### src/design/stp_pkg.sv
// shared types, constants and codes for the software timer pool
package stp_pkg;

    // pool size and shared counter width
    localparam int NUM_TIMERS  = 26;
    localparam int COUNT_WIDTH = 16;

    // fixed field widths
    localparam int OP_W      = 2;
    localparam int HANDLE_W  = 5;
    localparam int ELAPSED_W = 16;
    localparam int MAXTICS_W = 16;

    localparam logic [MAXTICS_W-1:0] MAX_TICS_RESET = 16'd30000;

    // derived widths
    localparam int IDX_W     = (NUM_TIMERS > 1) ? $clog2(NUM_TIMERS) : 1;
    localparam int CMP_W     = (IDX_W > HANDLE_W) ? IDX_W : HANDLE_W;
    localparam int MT_CMP_W  = (COUNT_WIDTH > MAXTICS_W) ? COUNT_WIDTH : MAXTICS_W;

    localparam logic [IDX_W-1:0] LAST_IDX = IDX_W'(NUM_TIMERS - 1);

    typedef enum logic [OP_W-1:0] {
        OP_TICK    = 2'd0,
        OP_ALLOC   = 2'd1,
        OP_RESTART = 2'd2,
        OP_READ    = 2'd3
    } op_t;

    typedef enum logic [1:0] {
        ST_IDLE,
        ST_WALK,
        ST_POST
    } state_t;

    // contents of one timer cell
    typedef struct packed {
        logic                   used;
        logic [COUNT_WIDTH-1:0] mark;
    } cell_t;

    // per-step control from the sequencer to the head unit
    typedef struct packed {
        logic                   start;
        logic                   step;
        op_t                    op;
        logic [HANDLE_W-1:0]    handle;
        logic [IDX_W-1:0]       idx;
        logic                   rebase;
        logic [COUNT_WIDTH-1:0] rebase_amt;
        logic [COUNT_WIDTH-1:0] count;
    } walk_ctrl_t;

    // collected result of one walk
    typedef struct packed {
        logic                 status;
        logic [HANDLE_W-1:0]  granted_handle;
        logic [ELAPSED_W-1:0] elapsed;
    } result_t;

endpackage

### src/design/stp_req_if.sv
// request channel carrying one timer operation
interface stp_req_if;
    logic                         valid;
    logic                         ready;
    logic [stp_pkg::OP_W-1:0]     operation;
    logic [stp_pkg::HANDLE_W-1:0] timer_handle;

    modport source (output valid, output operation, output timer_handle, input ready);
    modport sink   (input valid, input operation, input timer_handle, output ready);
endinterface

### src/design/stp_rsp_if.sv
// response channel carrying one operation result
interface stp_rsp_if;
    logic                          valid;
    logic                          ready;
    logic                          status;
    logic [stp_pkg::HANDLE_W-1:0]  granted_handle;
    logic [stp_pkg::ELAPSED_W-1:0] elapsed;

    modport source (output valid, output status, output granted_handle, output elapsed,
                    input ready);
    modport sink   (input valid, input status, input granted_handle, input elapsed,
                    output ready);
endinterface

### src/design/stp_cell.sv
// one timer cell of the rotating ring: in-use flag and start mark
module stp_cell (
    input  logic           clk,
    input  logic           rst_n,
    input  logic           shift_en,
    input  stp_pkg::cell_t d_in,
    output stp_pkg::cell_t q
);

    logic                            used_reg;
    logic [stp_pkg::COUNT_WIDTH-1:0] mark_reg;

    // in-use flag clears on reset
    always_ff @(posedge clk or negedge rst_n)
    begin
        if (!rst_n)
        begin
            used_reg <= 1'b0;
        end
        else if (shift_en)
        begin
            used_reg <= d_in.used;
        end
    end

    // start mark, undefined until written
    always_ff @(posedge clk)
    begin
        if (shift_en)
        begin
            mark_reg <= d_in.mark;
        end
    end

    assign q.used = used_reg;
    assign q.mark = mark_reg;

endmodule

### src/design/stp_head.sv
// head unit: applies the current operation to the entry leaving cell zero
module stp_head (
    input  logic                clk,
    input  logic                rst_n,
    input  stp_pkg::walk_ctrl_t ctrl,
    input  stp_pkg::cell_t      cell_in,
    output stp_pkg::cell_t      cell_out,
    output stp_pkg::result_t    result
);

    logic                           found_reg;
    logic [stp_pkg::HANDLE_W-1:0]   granted_reg;
    logic [stp_pkg::ELAPSED_W-1:0]  elapsed_reg;
    logic                           match;
    logic                           grab;
    logic [stp_pkg::COUNT_WIDTH-1:0] diff;

    assign match = (stp_pkg::CMP_W'(ctrl.idx) == stp_pkg::CMP_W'(ctrl.handle));
    assign grab  = (ctrl.op == stp_pkg::OP_ALLOC) && !found_reg && !cell_in.used;
    assign diff  = ctrl.count - cell_in.mark;

    // modify the entry on its way around the ring
    always_comb
    begin
        cell_out = cell_in;
        unique case (ctrl.op)
            stp_pkg::OP_TICK:
            begin
                if (ctrl.rebase && cell_in.used)
                begin
                    cell_out.mark = cell_in.mark - ctrl.rebase_amt;
                end
            end
            stp_pkg::OP_ALLOC:
            begin
                if (grab)
                begin
                    cell_out.used = 1'b1;
                end
            end
            stp_pkg::OP_RESTART:
            begin
                if (match)
                begin
                    cell_out.mark = ctrl.count;
                end
            end
            stp_pkg::OP_READ:
            begin
                cell_out = cell_in;
            end
            default:
            begin
                cell_out = cell_in;
            end
        endcase
    end

    // result collection over the walk
    always_ff @(posedge clk or negedge rst_n)
    begin
        if (!rst_n)
        begin
            found_reg   <= 1'b0;
            granted_reg <= '0;
            elapsed_reg <= '0;
        end
        else if (ctrl.start)
        begin
            found_reg   <= 1'b0;
            granted_reg <= '0;
            elapsed_reg <= '0;
        end
        else if (ctrl.step)
        begin
            if (grab)
            begin
                found_reg   <= 1'b1;
                granted_reg <= stp_pkg::HANDLE_W'(ctrl.idx);
            end
            if ((ctrl.op == stp_pkg::OP_READ) && match)
            begin
                elapsed_reg <= stp_pkg::ELAPSED_W'(diff);
            end
        end
    end

    assign result.status         = (ctrl.op == stp_pkg::OP_ALLOC) && !found_reg;
    assign result.granted_handle = granted_reg;
    assign result.elapsed        = elapsed_reg;

endmodule

### src/design/software_timer_pool.sv
// top level: sequencer, tick counter, ring of timer cells and response register
// sequence: a request is accepted in the idle state, the walk then shifts every timer cell
//   once past the head unit, and the post state loads the response register
// throughput: one request at a time; a new one is taken only back in the idle state,
//   after the ring rotation and the post state, which stalls while a response is untaken
// reset: asynchronous active low; counter zero, all timers free, max_tics 30000,
//   start marks undefined until restarted
module software_timer_pool (
    input  logic                              clk,
    input  logic                              rst_n,
    stp_req_if.sink                           req,
    stp_rsp_if.source                         rsp,
    input  logic                              max_tics_we,
    input  logic [stp_pkg::MAXTICS_W-1:0]     max_tics_wdata
);

    stp_pkg::state_t                 state_reg, state_next;
    logic [stp_pkg::IDX_W-1:0]       idx_reg, idx_next;
    logic [stp_pkg::COUNT_WIDTH-1:0] count_reg, count_next;
    logic [stp_pkg::MAXTICS_W-1:0]   max_tics_reg;
    stp_pkg::op_t                    op_reg;
    logic [stp_pkg::HANDLE_W-1:0]    handle_reg;
    logic                            rebase_reg;
    logic [stp_pkg::COUNT_WIDTH-1:0] rebase_amt_reg;
    logic                            rsp_valid_reg;
    stp_pkg::result_t                rsp_data_reg;

    logic                            accept;
    logic                            step;
    logic                            load_rsp;
    logic                            req_ready;
    logic [stp_pkg::COUNT_WIDTH-1:0] count_inc;
    logic                            hit_max;

    stp_pkg::walk_ctrl_t             ctrl;
    stp_pkg::cell_t                  head_out;
    stp_pkg::result_t                result;
    stp_pkg::cell_t                  cell_q [stp_pkg::NUM_TIMERS];

    assign accept = req.valid && req_ready;

    // tick arithmetic
    assign count_inc = count_reg + stp_pkg::COUNT_WIDTH'(1);
    assign hit_max   = (stp_pkg::MT_CMP_W'(count_inc) >= stp_pkg::MT_CMP_W'(max_tics_reg));

    // next state
    always_comb
    begin
        state_next = state_reg;
        unique case (state_reg)
            stp_pkg::ST_IDLE:
            begin
                if (accept)
                begin
                    state_next = stp_pkg::ST_WALK;
                end
            end
            stp_pkg::ST_WALK:
            begin
                if (idx_reg == stp_pkg::LAST_IDX)
                begin
                    state_next = stp_pkg::ST_POST;
                end
            end
            stp_pkg::ST_POST:
            begin
                if (!rsp_valid_reg || rsp.ready)
                begin
                    state_next = stp_pkg::ST_IDLE;
                end
            end
            default:
            begin
                state_next = stp_pkg::ST_IDLE;
            end
        endcase
    end

    // state outputs
    always_comb
    begin
        req_ready = 1'b0;
        step      = 1'b0;
        load_rsp  = 1'b0;
        unique case (state_reg)
            stp_pkg::ST_IDLE: req_ready = 1'b1;
            stp_pkg::ST_WALK: step      = 1'b1;
            stp_pkg::ST_POST: load_rsp  = !rsp_valid_reg || rsp.ready;
            default:          req_ready = 1'b0;
        endcase
    end

    // walk index and counter update
    always_comb
    begin
        idx_next = step ? ((idx_reg == stp_pkg::LAST_IDX) ? '0
                                                          : idx_reg + stp_pkg::IDX_W'(1))
                        : '0;
        count_next = count_reg;
        if (accept && (stp_pkg::op_t'(req.operation) == stp_pkg::OP_TICK))
        begin
            count_next = hit_max ? '0 : count_inc;
        end
    end

    // control registers
    always_ff @(posedge clk or negedge rst_n)
    begin
        if (!rst_n)
        begin
            state_reg     <= stp_pkg::ST_IDLE;
            idx_reg       <= '0;
            count_reg     <= '0;
            max_tics_reg  <= stp_pkg::MAX_TICS_RESET;
            rebase_reg    <= 1'b0;
            rsp_valid_reg <= 1'b0;
        end
        else
        begin
            state_reg <= state_next;
            idx_reg   <= idx_next;
            count_reg <= count_next;
            if (max_tics_we)
            begin
                max_tics_reg <= max_tics_wdata;
            end
            if (accept)
            begin
                rebase_reg <= (stp_pkg::op_t'(req.operation) == stp_pkg::OP_TICK) && hit_max;
            end
            if (load_rsp)
            begin
                rsp_valid_reg <= 1'b1;
            end
            else if (rsp.ready)
            begin
                rsp_valid_reg <= 1'b0;
            end
        end
    end

    // request and response payload registers
    always_ff @(posedge clk)
    begin
        if (accept)
        begin
            op_reg         <= stp_pkg::op_t'(req.operation);
            handle_reg     <= req.timer_handle;
            rebase_amt_reg <= count_inc;
        end
        if (load_rsp)
        begin
            rsp_data_reg <= result;
        end
    end

    // head unit control
    assign ctrl.start      = accept;
    assign ctrl.step       = step;
    assign ctrl.op         = op_reg;
    assign ctrl.handle     = handle_reg;
    assign ctrl.idx        = idx_reg;
    assign ctrl.rebase     = rebase_reg;
    assign ctrl.rebase_amt = rebase_amt_reg;
    assign ctrl.count      = count_reg;

    stp_head u_head (
        .clk      (clk),
        .rst_n    (rst_n),
        .ctrl     (ctrl),
        .cell_in  (cell_q[0]),
        .cell_out (head_out),
        .result   (result)
    );

    // ring of cells, each shifting toward cell zero
    for (genvar i = 0; i < stp_pkg::NUM_TIMERS; i++)
    begin : g_cell
        stp_pkg::cell_t d_in;
        if (i == stp_pkg::NUM_TIMERS - 1)
        begin : g_tail
            assign d_in = head_out;
        end
        else
        begin : g_mid
            assign d_in = cell_q[i+1];
        end
        stp_cell u_cell (
            .clk      (clk),
            .rst_n    (rst_n),
            .shift_en (step),
            .d_in     (d_in),
            .q        (cell_q[i])
        );
    end

    // port drive
    assign req.ready          = req_ready;
    assign rsp.valid          = rsp_valid_reg;
    assign rsp.status         = rsp_data_reg.status;
    assign rsp.granted_handle = rsp_data_reg.granted_handle;
    assign rsp.elapsed        = rsp_data_reg.elapsed;

    // walk index rests at zero outside a walk so the ring stays aligned
    a_idx_rest: assert property (@(posedge clk) disable iff (!rst_n)
        (state_reg != stp_pkg::ST_WALK) |-> (idx_reg == '0))
        else $error("walk index not at zero outside walk");

    // an accepted request always starts a walk
    a_accept_walk: assert property (@(posedge clk) disable iff (!rst_n)
        accept |=> (state_reg == stp_pkg::ST_WALK))
        else $error("accepted request did not start walk");

    // a response appears only after the post state
    a_rsp_from_post: assert property (@(posedge clk) disable iff (!rst_n)
        $rose(rsp_valid_reg) |-> ($past(state_reg) == stp_pkg::ST_POST))
        else $error("response raised outside post state");

    // the counter moves only on an accepted request
    a_count_hold: assert property (@(posedge clk) disable iff (!rst_n)
        !accept |=> $stable(count_reg))
        else $error("tick counter changed without a request");

endmodule

### src/flat_wrapper.sv
// flat-port wrapper written by rule: the top's interface ports become plain ports
module software_timer_pool_flat 
  (clk, rst_n, max_tics_we, max_tics_wdata, req_valid, req_operation, req_timer_handle, req_ready, rsp_valid, rsp_status, rsp_granted_handle, rsp_elapsed, rsp_ready);
  stp_req_if req_i ();
  stp_rsp_if rsp_i ();
  input  logic clk;
  input  logic rst_n;
  input  logic max_tics_we;
  input  logic [stp_pkg::MAXTICS_W-1:0] max_tics_wdata;
  input wire logic [$bits(req_i.valid)-1:0] req_valid;
  input wire logic [$bits(req_i.operation)-1:0] req_operation;
  input wire logic [$bits(req_i.timer_handle)-1:0] req_timer_handle;
  output wire logic [$bits(req_i.ready)-1:0] req_ready;
  output wire logic [$bits(rsp_i.valid)-1:0] rsp_valid;
  output wire logic [$bits(rsp_i.status)-1:0] rsp_status;
  output wire logic [$bits(rsp_i.granted_handle)-1:0] rsp_granted_handle;
  output wire logic [$bits(rsp_i.elapsed)-1:0] rsp_elapsed;
  input wire logic [$bits(rsp_i.ready)-1:0] rsp_ready;
  assign req_i.valid = req_valid;
  assign req_i.operation = req_operation;
  assign req_i.timer_handle = req_timer_handle;
  assign req_ready = req_i.ready;
  assign rsp_valid = rsp_i.valid;
  assign rsp_status = rsp_i.status;
  assign rsp_granted_handle = rsp_i.granted_handle;
  assign rsp_elapsed = rsp_i.elapsed;
  assign rsp_i.ready = rsp_ready;
  software_timer_pool u_core (.clk(clk), .rst_n(rst_n), .req(req_i), .rsp(rsp_i), .max_tics_we(max_tics_we), .max_tics_wdata(max_tics_wdata));
endmodule
### config.mk
export PLATFORM = sky130hd
export DESIGN_NAME = software_timer_pool_flat
export DESIGN_NICKNAME = d
export VERILOG_FILES = /design/src/design/stp_pkg.sv /design/src/design/stp_req_if.sv /design/src/design/stp_rsp_if.sv /design/src/design/stp_cell.sv /design/src/design/stp_head.sv /design/src/design/software_timer_pool.sv /design/src/flat_wrapper.sv
export SDC_FILE = /design/constraint.sdc
export NUM_CORES = 1
export LEC_CHECK = 0
export ABC_AREA = 1
export BUFFER_PORTS_ARGS = -buffer_cell sky130_fd_sc_hd__buf_4
export CAP_MARGIN = 10
export CORE_MARGIN = 2
export CORE_UTILIZATION = 55
export DETAILED_ROUTE_END_ITERATION = 8
export HOLD_SLACK_MARGIN = 0.08
export PLACE_DENSITY_LB_ADDON = 0.3
export SLEW_MARGIN = 20
export SYNTH_ARGS = -nofsm -noshare
export SYNTH_HDL_FRONTEND = slang
export SYNTH_SLANG_ARGS = --single-unit
### constraint.sdc
create_clock -name clk -period 20.2 [get_ports clk]
set_clock_uncertainty 0.1 [all_clocks]
set_input_delay 2.02 -clock clk [delete_from_list [all_inputs] [get_ports clk]]
set_output_delay 2.02 -clock clk [all_outputs]
set_load 0.01 [all_outputs]
==> reports/qor.txt <==
RSZ-0062 raised after global routing: no
cell count along the critical path: 9
Comb pwr share: 0.154
count leader, synth: edfxtp_1
Max Fanout on Critical Path: 27
Syn Area/Cell: 13.8 µm²
fill cell count: 2698
Min-Delay Path Class: flip-flop to flip-flop
initial antenna violation count: 0
Final min period: 4.44 ns
first-pass GRT wire length: 54.2 mm
drt wl/cell: 16.3 µm
slowest CP cell: inv_1
critical path's top delay family: buffers and inverters
Slew HR: 0.309
DR iter-0 viols: 852
Reg power frac: 0.590
via/cell ratio: 5.22
biggest area consumer among synthesized cells: edfxtp_1
Max Cap Viol: 0
clock latency on the worst-skew pair: 0.60 ns
CTS H-tree lvls: 2
crit end category: flip-flop
via count: 10900
hold depth: 0
first-pass detailed-route iteration total: 6
Mapped Nets: 1574
fin worst setup slack: 15.76 ns
Buf+Inv Stages, Crit Path: 4
DR DRC count: 0
yosys warns: 0
total CTS buffers: 52
number of synthesized flops with an enable pin: 461
critical path class: input port to flip-flop
cts hold-fix bufs: 0
R2R depth: 9
area delta synth->final: 12.4%
DRT antenna net count: 0
CTS resizes: 0
Pint: 2.63 mW
Remaining Overflow, GRT: 0
CP Launch Type: input port
crit path capture: u_core.count_reg[15]
post-layout util: 0.631
I/O pins: 52
full die area: 39100 µm²
register area: 16100 µm²
PwrDens: 156 nW/µm²
WP data required: 20.61 ns
Sw Pwr: 0.989 mW
#FFs+latches synth: 550
antenna cells: 0
CTS tree: yes
Sw Ratio: 0.274
core area: 36800 µm²
ranking of synthesized cells by area: edfxtp_1, dfrtp_1, nand2_1, ha_1, inv_1
slew at the pin closest to its max-slew limit: 1.04 ns
Gate Count Post-Synth: 1495
FP Rows: 70
Max IR drop VDD: 0.0855 mV
count of pins over their slew limit: 0
worst slack at placement: 15.13 ns
CTS Sinks: 550
chip width: 198 µm
Final Hold Vio Count: 0
chip height: 198 µm
Critical path origin: req_valid
R2R Path End: u_core.count_reg[15]
Inst Count DP: 1994
Port Buffer Count: 51
GRT Resource Usage Total: 0.180
final setup TNS: 0 ns
critical path's largest stage delay: 0.81 ns
clock network power share: 0.256
Clock transition at path regs: 0.06 ns
Routed WL: 34.2 mm
final net count: 1659
largest net degree at the start of global routing: 197
Yosys top cell area share: 0.670
predominant post-synthesis flop cell: edfxtp_1
static leakage: 9.77 nW
post-synthesis sequential area ratio: 0.779
status: finished, final reports clean
# Post-CTS Setup Buffers: 0
HPWL Detailed: 20.8 mm
synth cell count leaders: edfxtp_1, nand2_1, inv_1
Final Cycle Share: 0.220
number of global-route vias before repair: 10400
FF-to-FF setup slack: 16.64 ns
most frequent CP cell: inv_1
Netlist cell types: 40
gpl congestion: 0.868
maximum clock rate: 225 MHz
Starting Density: 0.561
worst path cell trace: buf_4, nand2_2, inv_1, nand2_1, inv_2, nand3_1, o21ai_0, inv_1, a21oi_1
Multi-input gate area: 3840 µm²
Non-Filler Instances: 2092
max reg flops: 416
FFs w/ async S/R, synth: 0.162
CTS root buffer: clkbuf_16
WP data arrival: 4.84 ns
layout cell share with drive strength beyond 1: 0.0973
clk buf depth: 3
Mapped Area: 20700 µm²
FF-to-FF Start: u_core.state_reg[1]
Setup-failing EPs final: 0
layout make-up:
cell class,instances,area share
Inverter,166,0.0268
Timing Repair Buffer,56,0.0190
Tap cell,468,0.0252
Sequential cell,550,0.693
Clock inverter,28,0.00938
Clock buffer,70,0.0616
Multi-Input combinational cell,754,0.165
power groups by stage:
stage / Sequential, mW / Clock (mW) / Combinational [mW]
after global routing: 2.18 / 0.999 / 0.639
after global placement: 2.13 / 0 / 0.542
after CTS: 2.14 / 0.954 / 0.561
final: 2.13 / 0.926 / 0.557
after floorplan: 2.07 / 0 / 0.422
after detailed placement: 2.13 / 0 / 0.560
through the flow:
step / power [mW] / cell area [µm²] / hold slack, ns
after floorplan: 2.50 / 20700 / 0.300
after global placement: 2.67 / 21600 / 0.301
after detailed placement: 2.69 / 21600 / 0.305
after CTS: 3.65 / 23200 / 0.316
after global routing: 3.82 / 23200 / 0.320
final: 3.61 / 23200 / 0.314
placed cells by master, fill, tap and decap left out, types with 49 or more instances in the layout:
cell type | netlist | routed
dfrtp_1 | 82 | 82
a21oi_1 | 50 | 50
nand3_1 | 86 | 86
nand2_1 | 366 | 366
inv_1 | 161 | 161
ha_1 | 49 | 49
buf_4 | 1 | 53
o21ai_0 | 50 | 50
edfxtp_1 | 461 | 461
nor2_1 | 57 | 55
clkbuf_16 | 0 | 53
how the worst min path moves through the flow:
| stage | from | endpoint |
|---|---|---|
| after floorplan | u_core.g_cell[1].u_cell.mark_reg[0] | u_core.g_cell[0].u_cell.mark_reg[0] |
| after global placement | u_core.g_cell[25].u_cell.mark_reg[7] | u_core.g_cell[24].u_cell.mark_reg[7] |
| after detailed placement | u_core.g_cell[12].u_cell.mark_reg[13] | u_core.g_cell[11].u_cell.mark_reg[13] |
| after CTS | u_core.g_cell[25].u_cell.mark_reg[9] | u_core.g_cell[24].u_cell.mark_reg[9] |
| after global routing | u_core.g_cell[5].u_cell.mark_reg[9] | u_core.g_cell[4].u_cell.mark_reg[9] |
| final | u_core.g_cell[8].u_cell.mark_reg[13] | u_core.g_cell[7].u_cell.mark_reg[13] |
metal layers:
layer / GRT usage / up-vias / part of all wire
met5: 0 / - / 0
met2: 0.263 / 231 / 0.45
li1: - / 5320 / -
met3: 0.0337 / 59 / 0.052
met4: 0.0718 / 0 / 0.026
met1: 0.271 / 5316 / 0.48
cell families after synthesis:
family / Yosys count / share of synthesized area
flops: 550 / 0.779
xor+xnor: 19 / 0.00806
mux: 2 / 0.00103
simple gates: 548 / 0.110
fa+ha+maj: 51 / 0.0316
buf+inv: 191 / 0.0359
compound gates: 134 / 0.0344
No activity file was read; power rests on OpenSTA's default activity.
